===== config.mk =====
export PLATFORM = sky130hd
export DESIGN_NAME = depth_jet_overlay_blend
export DESIGN_NICKNAME = d
export VERILOG_FILES = /design/src/djob_pkg.sv /design/src/djob_front.sv /design/src/djob_div.sv /design/src/djob_blend.sv /design/src/depth_jet_overlay_blend.sv
export SDC_FILE = /design/constraint.sdc
export NUM_CORES = 2
export LEC_CHECK = 0
export BUFFER_PORTS_ARGS = -buffer_cell sky130_fd_sc_hd__buf_2
export CAP_MARGIN = 20
export CORE_ASPECT_RATIO = 0.9
export CORE_MARGIN = 3
export CORE_UTILIZATION = 65
export CTS_CLUSTER_SIZE = 10
export DETAILED_ROUTE_END_ITERATION = 10
export GPL_TIMING_DRIVEN = 0
export PLACE_DENSITY = 0.81
export RECOVER_POWER = 100
export SYNTH_ARGS = -nofsm -noshare
export SYNTH_HDL_FRONTEND = slang
export SYNTH_SLANG_ARGS = --single-unit

===== constraint.sdc =====
create_clock -name clk -period 11.25 [get_ports clk]
set_clock_uncertainty 0.15 [all_clocks]
set_input_delay 2.25 -clock clk [delete_from_list [all_inputs] [get_ports clk]]
set_output_delay 2.25 -clock clk [all_outputs]
set_load 0.02 [all_outputs]

===== src/djob_pkg.sv =====
// shared types, constants and the jet colormap function for the depth overlay blender
package djob_pkg;

  localparam int RawW   = 16;
  localparam int ScaleW = 24;
  localparam int MmW    = 16;
  localparam int AlphaW = 9;
  localparam int ChanW  = 8;
  localparam int DistW  = RawW + ScaleW;
  localparam int SpanW  = MmW + 16;
  localparam int QuoW   = 8;
  localparam int RemW   = MmW + QuoW;
  localparam int CfgW   = 24;
  localparam int CfgIdxW = 3;

  localparam logic [CfgIdxW-1:0] CFG_SCALE  = 3'd0;
  localparam logic [CfgIdxW-1:0] CFG_MIN    = 3'd1;
  localparam logic [CfgIdxW-1:0] CFG_MAX    = 3'd2;
  localparam logic [CfgIdxW-1:0] CFG_ALPHA  = 3'd3;
  localparam logic [CfgIdxW-1:0] CFG_ENABLE = 3'd4;

  localparam logic [ScaleW-1:0] SCALE_RST  = 24'd65536;
  localparam logic [MmW-1:0]    MIN_RST    = 16'd300;
  localparam logic [MmW-1:0]    MAX_RST    = 16'd5000;
  localparam logic [AlphaW-1:0] ALPHA_RST  = 9'd128;
  localparam logic [AlphaW-1:0] ALPHA_ONE  = 9'd256;

  // colors and decision flags that ride along with each pixel
  typedef struct packed {
    logic [ChanW-1:0] red;
    logic [ChanW-1:0] green;
    logic [ChanW-1:0] blue;
    logic             hit;
    logic             zspan;
  } side_t;

  // restoring divider working set
  typedef struct packed {
    logic [RemW-1:0] rem;
    logic [MmW-1:0]  den;
    logic [QuoW-1:0] quo;
  } div_t;

  typedef struct packed {
    logic [ChanW-1:0] red;
    logic [ChanW-1:0] green;
    logic [ChanW-1:0] blue;
  } rgb_t;

  // five-segment jet map, borders at 31, 95, 159 and 223
  function automatic rgb_t jet_map(logic [QuoW-1:0] v);
    logic [10:0] v4;
    logic [10:0] r;
    logic [10:0] g;
    logic [10:0] b;
    rgb_t        res;
    v4 = {1'b0, v, 2'b00};
    if (v <= 8'd31) begin
      r = 11'd0;       g = 11'd0;       b = 11'd127 + v4;
    end else if (v <= 8'd95) begin
      r = 11'd0;       g = v4 - 11'd128; b = 11'd255;
    end else if (v <= 8'd159) begin
      r = v4 - 11'd383; g = 11'd255;     b = 11'd637 - v4;
    end else if (v <= 8'd223) begin
      r = 11'd255;     g = 11'd892 - v4; b = 11'd0;
    end else begin
      r = 11'd1147 - v4; g = 11'd0;      b = 11'd0;
    end
    res.red   = r[ChanW-1:0];
    res.green = g[ChanW-1:0];
    res.blue  = b[ChanW-1:0];
    return res;
  endfunction

endpackage


===== src/djob_front.sv =====
// front stages: depth scaling, range test and divider operand setup
module djob_front (
  input  logic                       clk,
  input  logic [2:0]                 en,
  input  logic [djob_pkg::RawW-1:0]  raw_depth,
  input  logic [djob_pkg::ChanW-1:0] color_red,
  input  logic [djob_pkg::ChanW-1:0] color_green,
  input  logic [djob_pkg::ChanW-1:0] color_blue,
  input  logic [djob_pkg::ScaleW-1:0] scale,
  input  logic [djob_pkg::MmW-1:0]   min_mm,
  input  logic [djob_pkg::MmW-1:0]   max_mm,
  input  logic                       overlay_enable,
  output djob_pkg::div_t             div_o,
  output djob_pkg::side_t            side_o
);
  import djob_pkg::*;

  logic [DistW-1:0] dist_r;
  side_t            side1_r;
  logic [SpanW-1:0] x2_r;
  side_t            side2_r;
  side_t            side2_nxt;
  div_t             div3_r;
  side_t            side3_r;

  logic [SpanW-1:0] lo;
  logic [SpanW-1:0] hi;
  logic             in_range;
  logic [DistW-1:0] n255;

  assign lo = {min_mm, 16'b0};
  assign hi = {max_mm, 16'b0};
  assign in_range = (dist_r >= {{(DistW-SpanW){1'b0}}, lo}) &&
                    (dist_r <= {{(DistW-SpanW){1'b0}}, hi});
  // 255*x as (x<<8)-x, then drop the 16 fraction bits of the span
  assign n255 = {x2_r, 8'b0} - {8'b0, x2_r};

  always_comb begin
    side2_nxt       = side1_r;
    side2_nxt.hit   = side1_r.hit && in_range;
    side2_nxt.zspan = (max_mm == min_mm);
  end

  always_ff @(posedge clk) begin
    if (en[0]) begin
      dist_r        <= {{ScaleW{1'b0}}, raw_depth} * {{RawW{1'b0}}, scale};
      side1_r.red   <= color_red;
      side1_r.green <= color_green;
      side1_r.blue  <= color_blue;
      side1_r.hit   <= overlay_enable && (raw_depth != '0);
      side1_r.zspan <= 1'b0;
    end
    if (en[1]) begin
      x2_r    <= dist_r[SpanW-1:0] - lo;
      side2_r <= side2_nxt;
    end
    if (en[2]) begin
      div3_r.rem <= n255[DistW-1:16];
      div3_r.den <= max_mm - min_mm;
      div3_r.quo <= '0;
      side3_r    <= side2_r;
    end
  end

  assign div_o  = div3_r;
  assign side_o = side3_r;

endmodule


===== src/djob_div.sv =====
// divider stage: two restoring quotient bits per stage
module djob_div #(
  parameter int HiBit = djob_pkg::QuoW - 1
) (
  input  logic            clk,
  input  logic            en,
  input  djob_pkg::div_t  div_i,
  input  djob_pkg::side_t side_i,
  output djob_pkg::div_t  div_o,
  output djob_pkg::side_t side_o
);
  import djob_pkg::*;

  div_t  div_nxt;
  div_t  div_r;
  side_t side_r;

  always_comb begin
    logic [RemW-1:0] trial;
    div_nxt = div_i;
    for (int j = 0; j < 2; j++) begin
      trial = {{(RemW-MmW){1'b0}}, div_nxt.den} << (HiBit - j);
      if (div_nxt.rem >= trial) begin
        div_nxt.rem            = div_nxt.rem - trial;
        div_nxt.quo[HiBit - j] = 1'b1;
      end
    end
  end

  always_ff @(posedge clk) begin
    if (en) begin
      div_r  <= div_nxt;
      side_r <= side_i;
    end
  end

  assign div_o  = div_r;
  assign side_o = side_r;

endmodule


===== src/djob_blend.sv =====
// back stages: jet lookup and alpha blend into the output register
module djob_blend (
  input  logic                        clk,
  input  logic [1:0]                  en,
  input  djob_pkg::div_t              div_i,
  input  djob_pkg::side_t             side_i,
  input  logic [djob_pkg::AlphaW-1:0] alpha,
  output logic [djob_pkg::ChanW-1:0]  out_red,
  output logic [djob_pkg::ChanW-1:0]  out_green,
  output logic [djob_pkg::ChanW-1:0]  out_blue,
  output logic                        out_overlaid
);
  import djob_pkg::*;

  rgb_t             jet_r;
  side_t            side_r;
  logic [ChanW-1:0] red_r;
  logic [ChanW-1:0] green_r;
  logic [ChanW-1:0] blue_r;
  logic             overlaid_r;

  logic [QuoW-1:0]   v;
  logic [AlphaW-1:0] a;
  logic [AlphaW-1:0] na;
  logic [16:0]       mix_red;
  logic [16:0]       mix_green;
  logic [16:0]       mix_blue;

  // empty range maps to the first color of the map
  assign v  = side_i.zspan ? '0 : div_i.quo;
  assign a  = (alpha > ALPHA_ONE) ? ALPHA_ONE : alpha;
  assign na = ALPHA_ONE - a;

  assign mix_red   = {8'b0, na} * {9'b0, side_r.red}   + {8'b0, a} * {9'b0, jet_r.red}   + 17'd128;
  assign mix_green = {8'b0, na} * {9'b0, side_r.green} + {8'b0, a} * {9'b0, jet_r.green} + 17'd128;
  assign mix_blue  = {8'b0, na} * {9'b0, side_r.blue}  + {8'b0, a} * {9'b0, jet_r.blue}  + 17'd128;

  always_ff @(posedge clk) begin
    if (en[0]) begin
      jet_r  <= jet_map(v);
      side_r <= side_i;
    end
    if (en[1]) begin
      red_r      <= side_r.hit ? mix_red[15:8]   : side_r.red;
      green_r    <= side_r.hit ? mix_green[15:8] : side_r.green;
      blue_r     <= side_r.hit ? mix_blue[15:8]  : side_r.blue;
      overlaid_r <= side_r.hit;
    end
  end

  assign out_red      = red_r;
  assign out_green    = green_r;
  assign out_blue     = blue_r;
  assign out_overlaid = overlaid_r;

endmodule


===== src/depth_jet_overlay_blend.sv =====
// top level: depth to jet colormap overlay on a color pixel stream
//
// Usage: one aligned pair of raw depth and RGB color enters per transfer on
// the in_ valid/ready channel; the fused pixel leaves on the out_ channel,
// with out_overlaid high when the colormap was blended in and low when the
// color passed through (overlay off, no depth, or distance outside the range).
// Throughput is one pixel per clock while out_ready is high. Stages: scale
// multiply, range test, operand setup, four divider stages of two quotient
// bits each, jet lookup, blend/output register. Every stage holds its own
// valid bit and loads whenever it is empty or the stage after it moves, so
// bubbles are squeezed out and in_ready stays high while any stage is free.
// When the receiver stalls, the output holds and the pipeline fills; in_ready
// drops only once all nine stages are full. Registers are written through
// cfg_we/cfg_index/cfg_data; the user must do so only while no pixel is in
// flight, which the block does not enforce; indices above 4 are ignored.
// Synchronous reset empties the pipeline and loads the register defaults.
module depth_jet_overlay_blend (
  input  logic                          clk,
  input  logic                          rst_n,
  input  logic                          in_valid,
  output logic                          in_ready,
  input  logic [djob_pkg::RawW-1:0]     in_raw_depth,
  input  logic [djob_pkg::ChanW-1:0]    in_color_red,
  input  logic [djob_pkg::ChanW-1:0]    in_color_green,
  input  logic [djob_pkg::ChanW-1:0]    in_color_blue,
  output logic                          out_valid,
  input  logic                          out_ready,
  output logic [djob_pkg::ChanW-1:0]    out_red,
  output logic [djob_pkg::ChanW-1:0]    out_green,
  output logic [djob_pkg::ChanW-1:0]    out_blue,
  output logic                          out_overlaid,
  input  logic                          cfg_we,
  input  logic [djob_pkg::CfgIdxW-1:0]  cfg_index,
  input  logic [djob_pkg::CfgW-1:0]     cfg_data
);
  import djob_pkg::*;

  localparam int NStg = 9;

  logic [ScaleW-1:0] scale_r;
  logic [MmW-1:0]    min_r;
  logic [MmW-1:0]    max_r;
  logic [AlphaW-1:0] alpha_r;
  logic              enable_r;

  logic [NStg:1] v_r;
  logic [NStg:1] v_nxt;
  logic [NStg:1] en;

  div_t  dq [0:4];
  side_t ds [0:4];

  // a stage loads when empty or when the next stage moves
  always_comb begin
    en[NStg] = !v_r[NStg] || out_ready;
    for (int k = NStg - 1; k >= 1; k--) begin
      en[k] = !v_r[k] || en[k+1];
    end
  end

  always_comb begin
    v_nxt = v_r;
    if (en[1]) v_nxt[1] = in_valid;
    for (int k = 2; k <= NStg; k++) begin
      if (en[k]) v_nxt[k] = v_r[k-1];
    end
  end

  always_ff @(posedge clk) begin
    if (!rst_n) begin
      v_r      <= '0;
      scale_r  <= SCALE_RST;
      min_r    <= MIN_RST;
      max_r    <= MAX_RST;
      alpha_r  <= ALPHA_RST;
      enable_r <= 1'b1;
    end else begin
      v_r <= v_nxt;
      if (cfg_we) begin
        case (cfg_index)
          CFG_SCALE:  scale_r  <= cfg_data[ScaleW-1:0];
          CFG_MIN:    min_r    <= cfg_data[MmW-1:0];
          CFG_MAX:    max_r    <= cfg_data[MmW-1:0];
          CFG_ALPHA:  alpha_r  <= cfg_data[AlphaW-1:0];
          CFG_ENABLE: enable_r <= cfg_data[0];
          default: ;
        endcase
      end
    end
  end

  djob_front u_front (
    .clk            (clk),
    .en             (en[3:1]),
    .raw_depth      (in_raw_depth),
    .color_red      (in_color_red),
    .color_green    (in_color_green),
    .color_blue     (in_color_blue),
    .scale          (scale_r),
    .min_mm         (min_r),
    .max_mm         (max_r),
    .overlay_enable (enable_r),
    .div_o          (dq[0]),
    .side_o         (ds[0])
  );

  for (genvar g = 0; g < 4; g++) begin : g_div
    djob_div #(
      .HiBit (QuoW - 1 - 2 * g)
    ) u_div (
      .clk    (clk),
      .en     (en[4+g]),
      .div_i  (dq[g]),
      .side_i (ds[g]),
      .div_o  (dq[g+1]),
      .side_o (ds[g+1])
    );
  end

  djob_blend u_blend (
    .clk          (clk),
    .en           (en[9:8]),
    .div_i        (dq[4]),
    .side_i       (ds[4]),
    .alpha        (alpha_r),
    .out_red      (out_red),
    .out_green    (out_green),
    .out_blue     (out_blue),
    .out_overlaid (out_overlaid)
  );

  assign in_ready  = en[1];
  assign out_valid = v_r[NStg];

  // input back-pressure only when every stage holds a pixel
  a_full_when_blocked: assert property (@(posedge clk) disable iff (!rst_n)
    !in_ready |-> (&v_r))
    else $error("input blocked with an empty stage");

  // a stalled first divider stage keeps its pixel
  a_div_hold: assert property (@(posedge clk) disable iff (!rst_n)
    (v_r[4] && !en[4]) |=> v_r[4])
    else $error("stalled stage dropped its pixel");

  // a bubble moving into the output stage leaves it empty
  a_bubble_moves: assert property (@(posedge clk) disable iff (!rst_n)
    (en[9] && !v_r[8]) |=> !v_r[9])
    else $error("output valid without a pixel behind it");

endmodule

# After elaboration in Yosys (flattened, before gate mapping)
# Index checks and enable logic that the tools add are counted.
# word_totals
regBits,582
latchBits,0
ramBits,0
romBits,0
input_bits,72
output_inout_bits,27
wordCells,179
memories,0
# classes
add_sub_neg,23
multipliers,7
n_div,0
order_cmp,15
eq_ne,5
shifts,0
mux,20
bitwise_logic,0
n_reduce_logical,29
# ops
op,n
24-bit two-way mux,7
9-bit by 8-bit multiplier with 16-bit output,6
8-bit two-way mux,12
16-bit adder,3
16-bit by 8-bit adder with 16-bit output (second input constant),3
40-bit by 32-bit greater-or-equal comparator with 1-bit output,1
40-bit by 32-bit less-or-equal comparator with 1-bit output,1
16-bit by 24-bit multiplier with 40-bit output,1
40-bit by 32-bit subtractor with 40-bit output,1
32-bit subtractor,1
24-bit by 16-bit greater-or-equal comparator with 1-bit output,1
24-bit by 17-bit greater-or-equal comparator with 1-bit output,1
24-bit by 18-bit greater-or-equal comparator with 1-bit output,1
24-bit by 19-bit greater-or-equal comparator with 1-bit output,1
24-bit by 20-bit greater-or-equal comparator with 1-bit output,1
24-bit by 21-bit greater-or-equal comparator with 1-bit output,1
24-bit by 22-bit greater-or-equal comparator with 1-bit output,1
24-bit by 23-bit greater-or-equal comparator with 1-bit output,1
24-bit by 17-bit subtractor with 24-bit output,1
24-bit by 18-bit subtractor with 24-bit output,1
24-bit by 19-bit subtractor with 24-bit output,1
24-bit by 20-bit subtractor with 24-bit output,1
24-bit by 21-bit subtractor with 24-bit output,1
24-bit by 22-bit subtractor with 24-bit output,1
23 further kinds,49

# Longest topological paths before layout
# logic_depth
word_depth,10
ltp_mapped,30
mapped_depth_nobuf,28

# Cells and area by module
# From an unflattened synthesis, not the netlist that was laid out.
# hier_totals
cells_unflattened,5866
area_unflattened_um2,59727.3
# modules_own_cells
module,n_inst,cells_per_inst,area_each_um2,seq_area_each_um2
djob_front,1,2124,21516.9,5675.4
djob_blend,1,1809,17123.9,2192.1
djob_div (g_div[3].u_div),1,459,4964.8,2222.1
djob_div (g_div[2].u_div),1,418,4533.1,2222.1
djob_div (g_div[1].u_div),1,390,4503.1,2222.1
djob_div (g_div[0].u_div),1,340,4291.6,2222.1
depth_jet_overlay_blend,1,326,2793.9,1501.4

# Least setup slack after synthesis
# OpenSTA, ideal clock, no wires.
# synth_path
kind,in2reg
from,input port in_raw_depth[7] (netlist bit)
to,register u_front.dist_r[36] (data pin)
setup_time_ps,258
arrival_ps,8070
required_time_ps,10842
slack_ps,2772
path_stages,23
path_buffers,3
cell_sequence,clkbuf_1 > clkbuf_1 > nand2_1 > fa_1 > inv_1 > fa_1 > fa_1 > fa_1 > fa_1 > inv_1 > fa_1 > inv_1 > ha_1 > clkbuf_1 > nand3_1 > or4_1 > o211ai_1 > a221oi_1 > nor2b_1 > o21ai_0 > a21bo_2 > o21ba_2 > xnor2_1
# synth_between
elab_chain_len,1
# synth_lines
item,line,text
"start, declared",depth_jet_overlay_blend.sv:22,"input logic [djob_pkg::RawW-1:0] in_raw_depth,"
16-bit by 24-bit multiplier with 40-bit output,djob_front.sv:46,"dist_r <= {{ScaleW{1'b0}}, raw_depth} * {{RawW{1'b0}}, scale};"
"end signal, assigned",djob_front.sv:46,
"end, declared",djob_front.sv:18,logic [DistW-1:0] dist_r;
# Every way passes these cells.
# A chain may end at the register's enable or synchronous reset.

# Worst setup path in the final report
# layout_path
from,register alpha_r[0]
to,"register u_blend.blue_r[7], in the netlist u_blend.out_blue[7] (data pin)"
# layout_between
elab_chain_len,7
word_cells_on_any_way,8
cone_classes,add/sub (3); mul (2); order compare (1); mux (2)
# layout_lines
item,line,text
"start, declared",depth_jet_overlay_blend.sv:43,logic [AlphaW-1:0] alpha_r;
"start signal, assigned",depth_jet_overlay_blend.sv:84,CFG_ALPHA: alpha_r <= cfg_data[AlphaW-1:0];
9-bit > comparator,djob_blend.sv:31,assign a = (alpha > ALPHA_ONE) ? ALPHA_ONE : alpha;
9-bit two-way mux *,djob_blend.sv:31,
9-bit subtractor,djob_blend.sv:32,assign na = ALPHA_ONE - a;
9-bit by 8-bit multiplier with 16-bit output,djob_blend.sv:36,"assign mix_blue = {8'b0, na} * {9'b0, side_r.blue} + {8'b0, a} * {9'b0, jet_r.blue} + 17'd128;"
16-bit adder *,djob_blend.sv:36,
16-bit by 8-bit adder with 16-bit output *,djob_blend.sv:36,
8-bit two-way mux *,djob_blend.sv:46,blue_r <= side_r.hit ? mix_blue[15:8] : side_r.blue;
"end signal, assigned",djob_blend.sv:46,
"end, declared",djob_blend.sv:19,logic [ChanW-1:0] blue_r;
# Every way passes the cells marked *; elsewhere a longest branch is shown, timed or not.

==> out/results.tsv <==
stage	metric	value	unit
floorplan	Initial Util	0.662	
synthesis	ys flop type	edfxtp_1	
grt	largest net degree at the start of global routing	69	
power_and_ir_drop	leakage power	26.9	nW
cts	Sink Count	581	
critical_path	Buf/Inv on CP	7	
floorplan	Die ar.	88600	um^2
synthesis	Post-synth EDFFs	506	
place	port bufs	91	
cts	htree depth	3	
sta	RSZ-0062 raised after global routing	no	
layout	most common cell after layout, fill and taps aside	inv_1	
grt	total grt overflow	0	
floorplan	num ports	99	
routing	DR DRC count	0	
sta	relative slew slack	-1.61	
cts	worst skew pair latency	0.66	ns
layout	final core utilization	0.709	
synthesis	post-synthesis mux area share	0.0184	
critical_path	Setup crit end kind	register	
floorplan	core area	83500	um^2
sta	min Tclk post-route	10.72	ns
floorplan	DIE HEIGHT	283	um
synthesis	largest family of logic cells by synthesized area	adder cells	
sta	Fmax	0.0933	GHz
layout	nets	6836	
synthesis	Synth Net Count	6666	
synthesis	Adder-Cell Fraction of Synth Area	0.344	
power_and_ir_drop	share of total power in the clock network	0.160	
synthesis	#FFs+latches synth	581	
synthesis	Mapped Area	55300	um^2
routing	vias per inst	5.79	
grt	vias in the first global route	40600	
critical_path	Worst Path Arrival	10.97	ns
sta	fin. max-slew vios	426	
sta	Slew @ Worst Pin	3.91	ns
power_and_ir_drop	P_sw	5.51	mW
cts	clk buf depth	3	
layout	Post-Layout Cell Count	6796	
cts	root buffer cell	clkbuf_16	
run_status	failing checks	capacitance limit, slew limit	
synthesis	sequential fraction of the synthesis area	0.302	
critical_path	Critical Path Fanout Max	10	
routing	vias	39400	
critical_path	slowest cell on the critical path	xor2_1	
cts	Post-CTS Resized	0	
power_and_ir_drop	P_int	7.69	mW
synthesis	XOR/XNOR share of the synthesized area	0.0355	
floorplan	DIE WIDTH	313	um
critical_path	worst reg-to-reg path cell count	28	
sta	fin crit share	0.953	
power_and_ir_drop	Reg power frac	0.261	
critical_path	crit path kind	register to register	
cts	CTS clk-pin slew, worst paths	0.06	ns
cts	postcts setup bufs	0	
critical_path	CP Depth	28	
floorplan	row cnt	100	
critical_path	Top delay family on crit path	adder cells	
synthesis	Compound-Gate Fraction of Synth Area	0.0796	
critical_path	Critical Path RT	11.50	ns
cts	CTS tree	yes	
critical_path	delay of the slowest critical-path stage	0.84	ns
power_and_ir_drop	Sw Share	0.417	
grt	gr usage total	0.314	
synthesis	Synth cell types	91	
sta	Final Hold Violating Endpoints	0	
layout	synthesis-to-finish area growth	7.04	%
synthesis	Post-Synthesis Cells	5458	
routing	DR iter-0 viols	2883	
min_path	hold path depth	0	
cts	Num CTS Buffers	71	
synthesis	asr flop ratio synth	0	
routing	count of TritonRoute iterations in the first routing pass	5	
routing	antenna-violating nets left	0	
power_and_ir_drop	Tot Pwr	13.2	mW
place	dpl cells	6677	
synthesis	Post-Synth Simple-Gate Area	0.140	
run_status	status	finished with violations	
sta	setup_tns	0	ns
grt	global-route wire length before repair	216	mm
power_and_ir_drop	Power per Cell Area	223	nW/um^2
cts	CTS Hold Bufs	0	
run	Max Cap Viol	9	
routing	total wire length	135	mm
routing	WL per Instance	19.9	um
critical_path	Most Frequent Cell on Critical Path	fa_1	
layout	layout cells sized above 1	0.0420	
sta	# setup viols final	0	
synthesis	yosys warns	0	
place	GP Congestion	1.01	
min_path	Hold Crit Class	register to register	
critical_path	critical path launch point type	register	
place	dpl hpwl	107	mm
power_and_ir_drop	VDD IR max	0.178	mV
synthesis	Synth Area per Inst	10.1	um^2
power_and_ir_drop	Logic pwr share	0.579	
grt	initial antenna violation count	12	
layout	most frequent cells in the layout	982 x inv_1, 671 x nand2_1, 633 x fa_1	
## metal layers
layer / track usage / vias up / part of all wire
met5: 0 / - / 0.00051
met4: 0.127 / 10 / 0.044
met3: 0.0755 / 398 / 0.097
met2: 0.507 / 1767 / 0.46
met1: 0.413 / 19100 / 0.40
li1: - / 18000 / -
## state kept, by name, indices dropped and copies added, names as in the netlist
signal	cells
alpha_r	9
enable_r	1
g_div.u_div.div_o	140
g_div.u_div.side_o	104
max_r	16
min_r	16
scale_r	24
u_blend.jet_r	23
u_blend.out_blue	8
u_blend.out_green	8
u_blend.out_overlaid	1
u_blend.out_red	8
u_blend.side_r	25
u_front.dist_r	40
u_front.div_o	40
u_front.side1_r	25
u_front.side2_r	26
u_front.side_o	26
u_front.x2_r	32
v_r	9
## worst paths after layout
path	from	end	slack (ns)
setup / recovery	alpha_r[0]	u_blend.out_blue[7]	0.53
setup reg to reg	alpha_r[0]	u_blend.out_blue[7]	0.53
hold / removal	g_div[0].u_div.side_o[0]	g_div[1].u_div.side_o[0]	0.24
hold reg to reg	g_div[0].u_div.side_o[0]	g_div[1].u_div.side_o[0]	0.24
## power groups by stage
| stage | clock [mW] | combinational (mW) | sequential (mW) |
|---|---|---|---|
| 3_3_place_gp | 0 | 7.42 | 3.45 |
| 3_5_place_dp | 0 | 7.65 | 3.46 |
| 2_1_floorplan | 0 | 6.08 | 3.38 |
| 5_1_grt | 2.23 | 8.60 | 3.48 |
| 4_1_cts | 2.15 | 7.74 | 3.43 |
| 6_report | 2.11 | 7.64 | 3.44 |
## stage by stage
stage               instance area, um^2  setup slack (ns)  hold WS, ns
detailed placement                57300             0.889        0.255
CTS                               59500             0.815        0.242
global route                      59100             0.242        0.262
floorplan                         55300              2.77        0.250
finish                            59200             0.529        0.242
global placement                  57100             0.938        0.251
## synth_stat cells, drive strengths merged, types with 22 or more instances
| cell type | number | share of area |
|---|---|---|
| nor2b | 44 | 0.0050 |
| xor2 | 52 | 0.0082 |
| inv | 985 | 0.067 |
| fa | 633 | 0.23 |
| o21bai | 22 | 0.0030 |
| ha | 503 | 0.11 |
| a211oi | 22 | 0.0032 |
| nor3 | 56 | 0.0053 |
| a21boi | 64 | 0.0087 |
| o21a | 36 | 0.0049 |
| a21oi | 191 | 0.018 |
| a21o | 74 | 0.010 |
| and2 | 408 | 0.046 |
| nand2b | 30 | 0.0034 |
| clkbuf | 167 | 0.011 |
| nand2 | 671 | 0.046 |
| edfxtp | 506 | 0.27 |
| nor2 | 171 | 0.012 |
| dfxtp | 75 | 0.027 |
| o21ai | 129 | 0.012 |
| xnor2 | 172 | 0.027 |
| mux2 | 74 | 0.015 |
| nand4 | 36 | 0.0042 |
| nand3 | 61 | 0.0055 |
## cell type report
class,instances,area (um^2)
Sequential cell,581,16700
Timing Repair Buffer,97,433
Clock buffer,99,1910
Fill cell,6079,24300
Antenna cell,6,15.0
Inverter,985,3700
Clock inverter,14,251
Buffer,187,704
Multi-Input combinational cell,3705,34000
Tap cell,1122,1400
## cells by family (layout without fill, tap and decap cells)
logic type / Yosys count / count (layout)
DFF: 581 / 581
other: 0 / 6
AOI/OAI and AO/OA: 671 / 671
xor gates and xnor gates: 224 / 224
adders and majority gates: 1140 / 1140
muxes: 90 / 90
buffers and inverters: 1172 / 1382
and+or+nand+nor: 1580 / 1580
No activity file was read; power rests on OpenSTA's default activity.
